$ cat src/rtl/olit_pkg.sv
// ----------------------------------------------------------------------------
// olit_pkg
// Shared types and constants for the ordered list insert/traverse unit:
// word layouts, command and status codes, controller states and the
// command/status bundles between controller and datapath.
// ----------------------------------------------------------------------------
package olit_pkg;

  localparam int CAPACITY_DEF = 32;
  localparam int VALUE_WIDTH  = 32;
  localparam int CMD_W        = 2;
  localparam int POS_W        = 6;
  localparam int STAT_W       = 3;
  localparam int LEN_W        = 6;

  typedef enum logic [CMD_W-1:0] {
    CMD_INSERT   = 2'd0,
    CMD_READ_FWD = 2'd1,
    CMD_READ_REV = 2'd2
  } olit_cmd_t;

  typedef enum logic [STAT_W-1:0] {
    STAT_INSERTED = 3'd0,
    STAT_BAD_POS  = 3'd1,
    STAT_FULL     = 3'd2,
    STAT_ELEMENT  = 3'd3,
    STAT_EMPTY    = 3'd4
  } olit_status_t;

  typedef struct packed {
    logic [CMD_W-1:0]              command;
    logic [POS_W-1:0]              position;
    logic signed [VALUE_WIDTH-1:0] value;
  } olit_in_t;

  typedef struct packed {
    logic [STAT_W-1:0]             status;
    logic signed [VALUE_WIDTH-1:0] item_value;
    logic                          is_last;
    logic [LEN_W-1:0]              list_length;
  } olit_out_t;

  typedef enum logic [2:0] {
    ST_IDLE,
    ST_CHECK,
    ST_WALK,
    ST_LINK_A,
    ST_LINK_B,
    ST_RESP,
    ST_STREAM
  } olit_state_t;

  typedef struct packed {
    logic         latch;
    logic         start_walk;
    logic         step;
    logic         link_a;
    logic         link_b;
    logic         start_read;
    logic         emit_elem;
    logic         emit_status;
    olit_status_t code;
  } olit_dp_cmd_t;

  typedef struct packed {
    logic is_insert;
    logic is_read;
    logic bad_pos;
    logic full;
    logic empty;
    logic steps_zero;
    logic last_elem;
    logic out_free;
  } olit_dp_stat_t;

endpackage

$ cat src/rtl/olit_ram.sv
// ----------------------------------------------------------------------------
// olit_ram
// Generic single write port, single read port RAM with registered read.
// ----------------------------------------------------------------------------
module olit_ram #(
  parameter int  WIDTH = 32,
  parameter int  DEPTH = 32,
  localparam int AW    = (DEPTH > 1) ? $clog2(DEPTH) : 1
) (
  input  logic             clk,
  input  logic             we,
  input  logic [AW-1:0]    waddr,
  input  logic [WIDTH-1:0] wdata,
  input  logic [AW-1:0]    raddr,
  output logic [WIDTH-1:0] rdata
);

  logic [WIDTH-1:0] mem [DEPTH];
  logic [WIDTH-1:0] rdata_r;

  always_ff @(posedge clk) begin
    if (we) begin
      mem[waddr] <= wdata;
    end
    rdata_r <= mem[raddr];
  end

  assign rdata = rdata_r;

endmodule

$ cat src/rtl/olit_ctrl.sv
// ----------------------------------------------------------------------------
// olit_ctrl
// Controller state machine: accepts a word, checks it, sequences the link
// walk and splice of an insert, and paces the stream of a read.
// ----------------------------------------------------------------------------
module olit_ctrl (
  input  logic                   clk,
  input  logic                   rst_n,
  input  logic                   in_valid,
  output logic                   in_ready,
  input  olit_pkg::olit_dp_stat_t stat_i,
  output olit_pkg::olit_dp_cmd_t  cmd_o
);
  import olit_pkg::*;

  olit_state_t state_r, state_nxt;

  always_ff @(posedge clk) begin
    if (!rst_n) begin
      state_r <= ST_IDLE;
    end else begin
      state_r <= state_nxt;
    end
  end

  always_comb begin
    state_nxt = state_r;
    cmd_o     = '0;
    cmd_o.code = STAT_INSERTED;
    in_ready  = 1'b0;
    unique case (state_r)
      ST_IDLE: begin
        in_ready = 1'b1;
        if (in_valid) begin
          cmd_o.latch = 1'b1;
          state_nxt   = ST_CHECK;
        end
      end
      ST_CHECK: begin
        if (stat_i.is_insert) begin
          if (stat_i.bad_pos || stat_i.full) begin
            cmd_o.code = stat_i.bad_pos ? STAT_BAD_POS : STAT_FULL;
            if (stat_i.out_free) begin
              cmd_o.emit_status = 1'b1;
              state_nxt         = ST_IDLE;
            end
          end else begin
            cmd_o.start_walk = 1'b1;
            state_nxt        = ST_WALK;
          end
        end else if (stat_i.is_read) begin
          if (stat_i.empty) begin
            cmd_o.code = STAT_EMPTY;
            if (stat_i.out_free) begin
              cmd_o.emit_status = 1'b1;
              state_nxt         = ST_IDLE;
            end
          end else begin
            cmd_o.start_read = 1'b1;
            state_nxt        = ST_STREAM;
          end
        end else begin
          state_nxt = ST_IDLE;
        end
      end
      ST_WALK: begin
        if (stat_i.steps_zero) begin
          state_nxt = ST_LINK_A;
        end else begin
          cmd_o.step = 1'b1;
        end
      end
      ST_LINK_A: begin
        cmd_o.link_a = 1'b1;
        state_nxt    = ST_LINK_B;
      end
      ST_LINK_B: begin
        cmd_o.link_b = 1'b1;
        state_nxt    = ST_RESP;
      end
      ST_RESP: begin
        cmd_o.code = STAT_INSERTED;
        if (stat_i.out_free) begin
          cmd_o.emit_status = 1'b1;
          state_nxt         = ST_IDLE;
        end
      end
      ST_STREAM: begin
        if (stat_i.out_free) begin
          cmd_o.emit_elem = 1'b1;
          if (stat_i.last_elem) begin
            state_nxt = ST_IDLE;
          end
        end
      end
      default: begin
        state_nxt = ST_IDLE;
      end
    endcase
  end

endmodule

$ cat src/rtl/olit_dp.sv
// ----------------------------------------------------------------------------
// olit_dp
// Datapath: request register, entry count, sentinel links, value and link
// memories, traversal pointer and the output word register.
// ----------------------------------------------------------------------------
module olit_dp #(
  parameter int CAPACITY = olit_pkg::CAPACITY_DEF
) (
  input  logic                    clk,
  input  logic                    rst_n,
  input  olit_pkg::olit_in_t      in_data,
  input  olit_pkg::olit_dp_cmd_t  cmd_i,
  output olit_pkg::olit_dp_stat_t stat_o,
  output olit_pkg::olit_out_t     out_data,
  output logic                    out_valid,
  input  logic                    out_ready
);
  import olit_pkg::*;

  localparam int LW   = $clog2(CAPACITY + 1);
  localparam int IW   = (CAPACITY > 1) ? $clog2(CAPACITY) : 1;
  localparam int CMPW = ((LW > POS_W) ? LW : POS_W) + 1;
  localparam logic [LW-1:0] SENT = LW'(CAPACITY);

  olit_in_t         req_r;
  logic [LW-1:0]    count_r, count_nxt;
  logic [LW-1:0]    ptr_r, ptr_nxt;
  logic [LW-1:0]    head_next_r, head_prev_r;
  logic [LW-1:0]    nxt_r;
  logic [POS_W-1:0] steps_r;
  logic [LW-1:0]    elem_cnt_r;
  olit_out_t        out_r, out_nxt;
  logic             out_valid_r, out_valid_nxt;

  logic                   succ_we, pred_we, val_we;
  logic [IW-1:0]          succ_waddr, pred_waddr, slot_new, rd_addr;
  logic [LW-1:0]          succ_wdata, pred_wdata, succ_q, pred_q;
  logic [VALUE_WIDTH-1:0] val_q;

  logic          rev, out_free, load_out;
  logic [LW-1:0] link_fwd, link_rev;
  logic [CMPW-1:0] pos_ext, cnt_ext;
  logic [LW:0]   elem_plus;

  assign rev      = (req_r.command == CMD_READ_REV);
  assign link_fwd = (ptr_r == SENT) ? head_next_r : succ_q;
  assign link_rev = (ptr_r == SENT) ? head_prev_r : pred_q;
  assign slot_new = count_r[IW-1:0];
  assign pos_ext  = CMPW'(req_r.position);
  assign cnt_ext  = CMPW'(count_r);
  assign elem_plus = (LW+1)'(elem_cnt_r) + (LW+1)'(1);
  assign out_free = !out_valid_r || out_ready;
  assign load_out = cmd_i.emit_elem || cmd_i.emit_status;

  always_comb begin
    stat_o.is_insert  = (req_r.command == CMD_INSERT);
    stat_o.is_read    = (req_r.command == CMD_READ_FWD) || rev;
    stat_o.bad_pos    = (pos_ext == '0) || (pos_ext > cnt_ext + CMPW'(1));
    stat_o.full       = (count_r == SENT);
    stat_o.empty      = (count_r == '0);
    stat_o.steps_zero = (steps_r == '0);
    stat_o.last_elem  = (elem_plus == (LW+1)'(count_r));
    stat_o.out_free   = out_free;
  end

  // traversal pointer, shared by the insert walk and the read stream
  always_comb begin
    ptr_nxt = ptr_r;
    if (cmd_i.start_walk) begin
      ptr_nxt = SENT;
    end else if (cmd_i.step) begin
      ptr_nxt = link_fwd;
    end else if (cmd_i.start_read) begin
      ptr_nxt = rev ? head_prev_r : head_next_r;
    end else if (cmd_i.emit_elem) begin
      ptr_nxt = rev ? link_rev : link_fwd;
    end
  end

  assign rd_addr = ptr_nxt[IW-1:0];

  // splice: link_a writes the new slot, then link_b patches its neighbors
  always_comb begin
    succ_we    = 1'b0;
    pred_we    = 1'b0;
    val_we     = cmd_i.link_a;
    succ_waddr = slot_new;
    pred_waddr = slot_new;
    succ_wdata = link_fwd;
    pred_wdata = ptr_r;
    if (cmd_i.link_a) begin
      succ_we = 1'b1;
      pred_we = 1'b1;
    end else if (cmd_i.link_b) begin
      succ_we    = (ptr_r != SENT);
      pred_we    = (nxt_r != SENT);
      succ_waddr = ptr_r[IW-1:0];
      pred_waddr = nxt_r[IW-1:0];
      succ_wdata = count_r;
      pred_wdata = count_r;
    end
  end

  assign count_nxt = cmd_i.link_b ? count_r + LW'(1) : count_r;

  always_comb begin
    out_nxt       = out_r;
    out_valid_nxt = out_valid_r && !out_ready;
    if (load_out) begin
      out_valid_nxt         = 1'b1;
      out_nxt.status        = cmd_i.emit_elem ? STAT_ELEMENT : cmd_i.code;
      out_nxt.item_value    = cmd_i.emit_elem ? val_q : '0;
      out_nxt.is_last       = cmd_i.emit_elem ? stat_o.last_elem : 1'b1;
      out_nxt.list_length   = cnt_ext[LEN_W-1:0];
    end
  end

  always_ff @(posedge clk) begin
    if (!rst_n) begin
      count_r     <= '0;
      head_next_r <= SENT;
      head_prev_r <= SENT;
      out_valid_r <= 1'b0;
    end else begin
      count_r     <= count_nxt;
      out_valid_r <= out_valid_nxt;
      if (cmd_i.link_b && ptr_r == SENT) begin
        head_next_r <= count_r;
      end
      if (cmd_i.link_b && nxt_r == SENT) begin
        head_prev_r <= count_r;
      end
    end
  end

  always_ff @(posedge clk) begin
    ptr_r <= ptr_nxt;
    out_r <= out_nxt;
    if (cmd_i.latch) begin
      req_r <= in_data;
    end
    if (cmd_i.start_walk) begin
      steps_r <= req_r.position - POS_W'(1);
    end else if (cmd_i.step) begin
      steps_r <= steps_r - POS_W'(1);
    end
    if (cmd_i.start_read) begin
      elem_cnt_r <= '0;
    end else if (cmd_i.emit_elem) begin
      elem_cnt_r <= elem_plus[LW-1:0];
    end
    if (cmd_i.link_a) begin
      nxt_r <= link_fwd;
    end
  end

  olit_ram #(.WIDTH(LW), .DEPTH(CAPACITY)) u_succ_ram (
    .clk   (clk),
    .we    (succ_we),
    .waddr (succ_waddr),
    .wdata (succ_wdata),
    .raddr (rd_addr),
    .rdata (succ_q)
  );

  olit_ram #(.WIDTH(LW), .DEPTH(CAPACITY)) u_pred_ram (
    .clk   (clk),
    .we    (pred_we),
    .waddr (pred_waddr),
    .wdata (pred_wdata),
    .raddr (rd_addr),
    .rdata (pred_q)
  );

  olit_ram #(.WIDTH(VALUE_WIDTH), .DEPTH(CAPACITY)) u_val_ram (
    .clk   (clk),
    .we    (val_we),
    .waddr (slot_new),
    .wdata (req_r.value),
    .raddr (rd_addr),
    .rdata (val_q)
  );

  assign out_data  = out_r;
  assign out_valid = out_valid_r;

  a_count_bound: assert property (@(posedge clk) disable iff (!rst_n)
    count_r <= SENT)
    else $error("entry count above capacity");

  a_count_only_on_splice: assert property (@(posedge clk) disable iff (!rst_n)
    $past(rst_n) && (count_r != $past(count_r)) |-> $past(cmd_i.link_b))
    else $error("entry count changed outside a splice");

  a_load_when_free: assert property (@(posedge clk) disable iff (!rst_n)
    load_out |-> out_free)
    else $error("output word overwritten before taken");

  a_splice_not_full: assert property (@(posedge clk) disable iff (!rst_n)
    cmd_i.link_a |-> (count_r < SENT))
    else $error("splice into a full list");

  a_stream_is_read: assert property (@(posedge clk) disable iff (!rst_n)
    cmd_i.emit_elem |-> (req_r.command == CMD_READ_FWD || req_r.command == CMD_READ_REV))
    else $error("element streamed for a non-read word");

endmodule

$ cat src/rtl/ordered_list_insert_traverse_unit.sv
// ----------------------------------------------------------------------------
// ordered_list_insert_traverse_unit
// Bounded ordered list of signed values kept as a circular doubly linked
// list, with insert-before-position, forward read and reverse read.
// ----------------------------------------------------------------------------
// One word is handled at a time. An insert at position p walks the
// successor links one hop per cycle through the registered-read link
// memory, then splices the new slot in: link A writes the slot, link B
// patches its neighbors. A read of n entries streams one result per cycle
// while the output register is free. A rejected insert or an empty read
// answers with one status word; an unused command gives no result. A new
// word is taken as soon as the previous one has produced its last result,
// even while that result still waits in the output register. No clearing
// pass is needed after reset.
module ordered_list_insert_traverse_unit #(
  parameter int CAPACITY = olit_pkg::CAPACITY_DEF
) (
  input  logic                clk,
  input  logic                rst_n,
  input  logic                in_valid,
  output logic                in_ready,
  input  olit_pkg::olit_in_t  in_data,
  output logic                out_valid,
  input  logic                out_ready,
  output olit_pkg::olit_out_t out_data
);
  import olit_pkg::*;

  olit_dp_cmd_t  dp_cmd;
  olit_dp_stat_t dp_stat;

  olit_ctrl u_ctrl (
    .clk      (clk),
    .rst_n    (rst_n),
    .in_valid (in_valid),
    .in_ready (in_ready),
    .stat_i   (dp_stat),
    .cmd_o    (dp_cmd)
  );

  olit_dp #(.CAPACITY(CAPACITY)) u_dp (
    .clk       (clk),
    .rst_n     (rst_n),
    .in_data   (in_data),
    .cmd_i     (dp_cmd),
    .stat_o    (dp_stat),
    .out_data  (out_data),
    .out_valid (out_valid),
    .out_ready (out_ready)
  );

endmodule
$ cat config.mk
export PLATFORM = sky130hd
export DESIGN_NAME = ordered_list_insert_traverse_unit
export DESIGN_NICKNAME = d
export VERILOG_FILES = /design/src/rtl/olit_pkg.sv /design/src/rtl/olit_ram.sv /design/src/rtl/olit_ctrl.sv /design/src/rtl/olit_dp.sv /design/src/rtl/ordered_list_insert_traverse_unit.sv
export SDC_FILE = /design/constraint.sdc
export NUM_CORES = 2
export LEC_CHECK = 0
export BUFFER_PORTS_ARGS = -buffer_cell sky130_fd_sc_hd__buf_2
export CORE_MARGIN = 1
export CORE_UTILIZATION = 30
export DETAILED_ROUTE_END_ITERATION = 10
export SKIP_LAST_GASP = 1
export SYNTH_ARGS = -nofsm -noshare
export SYNTH_HDL_FRONTEND = slang
export SYNTH_SLANG_ARGS = --single-unit
$ cat constraint.sdc
create_clock -name clk -period 12.1 [get_ports clk]
set_input_delay 1.21 -clock clk [delete_from_list [all_inputs] [get_ports clk]]
set_output_delay 1.21 -clock clk [all_outputs]
set_load 0.03 [all_outputs]
Word level (Yosys, flattened, before mapping):

Memories as Yosys holds them, arrays and structs flattened. A register that Yosys moved wholly into a read port is not among the register bits.
Index checks and enable logic that the tools add are counted.

* bits in writable memories: 1408
* input bits: 44
* memories: 3
* register bits: 128
* output and inout port bits: 44
* word-level logic and storage cells: 123

Memory list
* u_dp.u_val_ram.mem: words 32, width 32, rd ports 1, clocked after memory_dff 1, write ports 1, line olit_ram.sv:18 `logic [WIDTH-1:0] mem [DEPTH];`
* u_dp.u_pred_ram.mem: words 32, width 6, rd ports 1, clocked after memory_dff 1, write ports 1, line olit_ram.sv:18
* u_dp.u_succ_ram.mem: words 32, width 6, rd ports 1, clocked after memory_dff 1, write ports 1, line olit_ram.sv:18

* $add $sub $neg: 5
* magnitude comparators: 1
* equal/unequal tests: 18
* mux-type cells: 61
* reductions and logical operators: 18

Operators by type and width (count)
* 6-bit two-way mux: 13
* 1-bit two-way mux: 27
* 3-bit two-way mux: 9
* 5-bit two-way mux: 5
* 3-bit one-hot mux with 7 select lines: 1
* 6-bit equality test, second input constant: 3
* 4-bit two-way mux: 4
* 6-bit by 1-bit adder with 7-bit output, second input constant: 2
* 6-bit logical NOT: 2
* 6-bit != test, second input constant: 2
* 6-bit by 1-bit subtractor with 6-bit output, second input constant: 2
* 3-bit equality test, second input constant: 3
* 4-bit one-hot mux with 2 select lines: 1
* 7-bit by 6-bit equality test with 1-bit output: 1
* 6-bit by 7-bit > comparator with 1-bit output: 1
* 7-bit logical NOT: 1
* 6-bit by 1-bit adder with 6-bit output, second input constant: 1
* 3-bit by 2-bit equality test with 1-bit output, second input constant: 2
* 1-bit logical OR: 5
* 2-bit by 1-bit != test with 1-bit output, second input constant: 2
* 2-bit != test, second input constant: 2
* 4-bit AND reduction: 1
* 3-bit by 1-bit equality test with 1-bit output, second input constant: 1
* 1-bit logical AND: 3
* other kinds (8): 9

Longest topological paths before layout:

* depth after elaboration: 9
* depth in mapped cells: 18
* mapped depth without buffers: 14

Cells and area by module:

From an unflattened synthesis, not the netlist that was laid out.

* cells, all modules: 3404
* area total of the unflattened synthesis: 61609.1 µm²

By module, submodules not included
* olit_ram (u_dp.u_val_ram): seq. area each 31390.1 µm², cells each 2260, area each 40485.1 µm², times used 1
* olit_ram (u_dp.u_pred_ram ...): seq. area each 5885.6 µm², cells each 323, area each 7589.8 µm², times used 2
* olit_dp: seq. area each 3443.3 µm², cells each 453, area each 5584.1 µm², times used 1
* olit_ctrl: seq. area each 60.1 µm², cells each 45, area each 360.3 µm², times used 1

Least setup slack after synthesis:

No wires, ideal clock.

* kind: reg2reg
* start point: register u_dp.count_r[0]
* end point: register u_dp.out_r, in the netlist u_dp.out_data[0] (enable)
* arrival time: 4.184 ns
* slack: 7.474 ns
* clock period less this slack: 4.626 ns
* cell stages (with the launch flop): 15
* cell sequence: dfxtp_1 clkbuf_1 inv_1 ha_1 inv_1 ha_1 nand3b_1 a21o_1 a211oi_1 a21oi_1 nand2_1 nand2_1 a21oi_1 a22oi_1 nor2_1

* word-level cells in the longest chain between the ends: 8
* elaborated cells on any way between the ends: 12
* classes of those cells: add/sub: 1; order compare: 1; eq/ne: 1; mux: 5; reduce/logical: 4

Ends and longest elaborated chain
* start, declared: line olit_dp.sv:26 `logic [LW-1:0] count_r, count_nxt;`
* start signal, assigned: line olit_dp.sv:125 `count_r <= count_nxt;`
* 6-bit by 1-bit adder with 7-bit output: line olit_dp.sv:58 `stat_o.bad_pos = (pos_ext == '0) || (pos_ext > cnt_ext + CMPW'(1));`
* 6-bit by 7-bit > comparator with 1-bit output: line olit_dp.sv:58
* 1-bit logical OR: line olit_dp.sv:58
* 1-bit logical OR: line olit_ctrl.sv:41 `if (stat_i.bad_pos || stat_i.full) begin`
* 4-bit two-way mux: line olit_ctrl.sv:41
* 4-bit two-way mux (*): line olit_ctrl.sv:40 `if (stat_i.is_insert) begin`
* 4-bit one-hot mux with 2 select lines (*): line olit_ctrl.sv:31 `unique case (state_r)`
* 1-bit logical OR (*): line olit_dp.sv:53 `assign load_out = cmd_i.emit_elem || cmd_i.emit_status;`
* via u_dp.load_out: line olit_dp.sv:40 `logic rev, out_free, load_out;`
* end signal, assigned: line olit_dp.sv:138 `out_r <= out_nxt;`
* end, declared: line olit_dp.sv:32 `olit_out_t out_r, out_nxt;`

Mark *: on every way through the listed nets, which the timed path passes. The rest lies on a longest branch.
A chain may end at the register's enable or synchronous reset.

Final worst setup path:

* start point: register u_dp.count_r[4]
* end point: register u_dp.u_pred_ram.rdata_r[1], in the netlist u_dp.u_pred_ram.rdata[1], read port of u_dp.u_pred_ram.mem

* word-level cells in the longest chain between the ends: 8
* elaborated cells on any way between the ends: 16
* classes of those cells: add/sub: 1; order compare: 1; eq/ne: 1; mux: 10; reduce/logical: 3

Ends and longest elaborated chain
* 6-bit by 1-bit adder with 7-bit output / 6-bit logical NOT (equally long branches): line olit_dp.sv:58, olit_dp.sv:60
* 6-bit by 7-bit > comparator with 1-bit output / 1-bit two-way mux (equally long branches): line olit_dp.sv:58, olit_ctrl.sv:52
* 1-bit logical OR / 1-bit two-way mux (equally long branches): line olit_dp.sv:58, olit_ctrl.sv:51
* 1-bit logical OR / 1-bit two-way mux (equally long branches): line olit_ctrl.sv:41, olit_ctrl.sv:40
* 1-bit two-way mux, on equally long branches: line olit_ctrl.sv:41, olit_ctrl.sv:31
* 1-bit two-way mux / 6-bit two-way mux (equally long branches): line olit_ctrl.sv:40, olit_dp.sv:73
* 1-bit two-way mux / 6-bit two-way mux (equally long branches): line olit_ctrl.sv:31, olit_dp.sv:71
* 5-bit two-way mux (*): line olit_dp.sv:69 `if (cmd_i.start_walk) begin`
* end, declared: line olit_ram.sv:19 `logic [WIDTH-1:0] rdata_r;`

Every way passes the cells marked *; elsewhere a longest branch is shown, timed or not.

==> flow_summary.json <==
{
  "cp_top_family": "simple AND/OR/NAND/NOR gates",
  "hpwl_um": 93400,
  "grtUsageTotal": 0.171,
  "cts-root-buf": "clkbuf_16",
  "yosysSeqAreaShare": 0.767,
  "hold_buffers": 0,
  "slew_viol_final": 0,
  "dieArea_mm2": 0.205,
  "cts_buffers": 155,
  "place_congestion": 0.832,
  "die_x_um": 452,
  "viasPerCell": 5.26,
  "worst-r2r-setup-slack_ns": 5.56,
  "fin_area_mm2": 0.0697,
  "clockPowerShare": 0.317,
  "grt_max_degree": 119,
  "nNetsFinal": 4278,
  "netlist-cell-type-count": 72,
  "hold_class": "reg2reg",
  "cts_tree": "done",
  "p_leak_nw": 22.7,
  "io_pins": 88,
  "synth_area_mm2": 0.0608,
  "cp_common_cell": "nand3_1",
  "postCtsResizedCells": 0,
  "post_cts_buffers": 0,
  "drt_iter0_drc": 4972,
  "insertion_delay_ns": 0.82,
  "crit_path_end_kind": "flop",
  "area_growth_syn_to_layout_pct": 14.5,
  "portBuffers": 87,
  "arrival_ns": 7.19,
  "timing.max_cap.violations": 0,
  "netlist_instances": 4138,
  "yosys_warnings": 0,
  "powerDensity_mw_per_mm2": 218,
  "crit_path_start_kind": "flop",
  "fp-row-count": 164,
  "drcViolationCount": 0,
  "mostFrequentLayoutCells": "edfxtp_1, nand2_1, nor2_1",
  "p_seq_frac": 0.429,
  "worst_pin_slew_ns": 1.27,
  "overflow": 0,
  "wirelength_um": 179000,
  "finClkSkew_ns": 0.0557,
  "avgSynthCellArea_um2": 14.7,
  "critical_path_peak_fanout": 118,
  "first_global_vias": 35331,
  "p_sw_frac": 0.334,
  "die_y_um": 452,
  "cp_num_buf_inv": 2,
  "period_needed_ns": 6.54,
  "internal_power_mw": 10.1,
  "antenna_left": 0,
  "clkSinkCount": 1580,
  "dr.pass1.iters": 6,
  "relSlewSlack": 0.154,
  "fp.coreArea_mm2": 0.201,
  "start_util": 0.303,
  "drive_gt1_frac": 0.127,
  "final_common_cell": "edfxtp_1",
  "p_comb_frac": 0.254,
  "post-route-period-util": 0.540,
  "diodes": 0,
  "dpl_cell_area_mm2": 0.0646,
  "finalHoldViolations": 0,
  "slowest_delay_ns": 1.06,
  "ys_ff_latch": 1580,
  "ys.flop_type": "edfxtp_1",
  "cp_cell_sequence": "nand2_1 > nor2_1 > xnor2_1 > ha_1 > nand3_1 > a21o_1 > a211oi_1 > or2_2 > nand2_8 > inv_8 > buf_4 > a2111oi_0 > a31oi_1 > nand3_1",
  "wl_per_cell_um": 25.6,
  "path_clk_slew_ns": 0.06,
  "synth_edf_count": 1502,
  "critPathRequiredTime_ns": 12.75,
  "finalSetupTns_ns": 0,
  "finalSetupViolCount": 0,
  "async_flop_share": 0,
  "p_sw_mw": 5.07,
  "cts.htree.levels": 4,
  "num_vias": 36881,
  "irDropWorstVdd_v": 0.000235,
  "grt_pass1_wl_um": 256000,
  "status": "completed",
  "crit_type": "reg2reg",
  "crit_path_top_delay_cell": "dfxtp_1",
  "grt_setup_unrepaired": "false",
  "fmax_ghz": 0.153,
  "syn-num-nets": 4197,
  "antenna_found_initial": 3,
  "cts_buffer_depth": 3
}
worst min-delay path: cells and delay by family (launching register included):
family	cells	cell delay (ns)
flops	1	0.33
simple gates	1	0.06
compound gates	1	0.06
final cells by class:
| class | instances | area [µm²] |
|---|---|---|
| fill | 19141 | 131000 |
| inverter | 15 | 63.8 |
| tap | 2656 | 3320 |
| sequential | 1580 | 46700 |
| timing repair buffer | 169 | 1060 |
| clock buffer | 208 | 4220 |
| multi-input combinational | 2298 | 13500 |
| clock inverter | 79 | 815 |
sequential cells by signal, indices dropped and copies added (netlist names), 32 cells and up:
| register | flops |
|---|---|
| u_dp.u_pred_ram.mem | 192 |
| u_dp.req_r | 34 |
| u_dp.u_succ_ram.mem | 192 |
| u_dp.out_data | 42 |
| u_dp.u_val_ram.rdata | 32 |
| u_dp.u_val_ram.mem | 1024 |
through the flow:
| stage | cells | utilization | power [mW] | hold WS, ns | setup WS [ns] |
|---|---|---|---|---|---|
| after floorplan | 4138 | - | 8.96 | 0.453 | 7.47 |
| after global placement | 6718 | 0.322 | 10.4 | 0.471 | 5.61 |
| after detailed placement | 6718 | 0.322 | 10.5 | 0.491 | 5.54 |
| after CTS | 7005 | 0.347 | 15.2 | 0.499 | 5.63 |
| after global routing | 7005 | 0.347 | 15.7 | 0.522 | 5.24 |
| final | 7005 | 0.347 | 15.2 | 0.501 | 5.56 |
logic make-up (layout without fill, tap and decap cells):
kind of cell               after synthesis  in the layout  share of synthesized area
adders and majority gates               15             15                    0.00308
DFF                                   1580           1580                      0.767
buffers and inverters                  260            471                     0.0177
muxes                                  243            243                     0.0409
AOI/OAI and AO/OA                      623            623                     0.0704
and+or+nand+nor                       1394           1394                     0.0977
xor gates and xnor gates                23             23                    0.00331
Yosys cell counts (5+ instances only):
library cell  number  area [µm²]
ha_1              15         188
clkbuf_1         174         653
nand2b_1           6        37.5
buf_2             54         270
nand3_1          201        1010
xor2_1            12         105
a32oi_1           44         385
o21ai_0           64         320
nor2b_1            9        56.3
o221a_2           44         495
a21oi_1           74         370
or3_1              6        37.5
nor3_1            97         485
xnor2_1           11        96.3
and3_1            35         219
o22ai_1           88         551
dfxtp_1           78        1560
inv_1             13        48.8
nand4_1            6        37.5
nand2_1          726        2730
mux2i_1          196        1960
edfxtp_1        1502       45100
a2111oi_0         44         385
a21boi_0           8        60.1
a31oi_1          221        1380
and2_1             6        37.5
mux2_2            47         529
nand3b_1          11        82.6
buf_1             10        37.5
nor2_1           266         998
or2_2              5        31.3
buf_4              5        37.5
power by group through the flow:
| stage | logic [mW] | clock network [mW] | registers [mW] |
|---|---|---|---|
| global route | 4.11 | 5.07 | 6.53 |
| floorplan | 2.39 | 0 | 6.57 |
| finish | 3.86 | 4.81 | 6.51 |
| global placement | 3.81 | 0 | 6.62 |
| CTS | 3.85 | 4.85 | 6.51 |
| detailed placement | 3.83 | 0 | 6.63 |
final timing paths:
kind,start,to,cells after the start
worst min register to register,u_dp.elem_cnt_r[1],u_dp.elem_cnt_r[1],2
worst min-delay path,u_dp.elem_cnt_r[1],u_dp.elem_cnt_r[1],2
worst max register to register,u_dp.count_r[4],u_dp.u_pred_ram.rdata[1],14
worst max-delay path,u_dp.count_r[4],u_dp.u_pred_ram.rdata[1],14
per-layer routing:
layer  part of all wire  routed length (µm)  GRT usage  vias to the layer above
li1                   -                   -          -                    15976
met1               0.42               75200      0.240                    18787
met2               0.46               83100      0.270                     1814
met3              0.089               16000     0.0290                      302
met4              0.028                4960     0.0537                        2
met5           0.000073                  13          0                        -
Note: power is estimated with default switching activity, not from simulation.
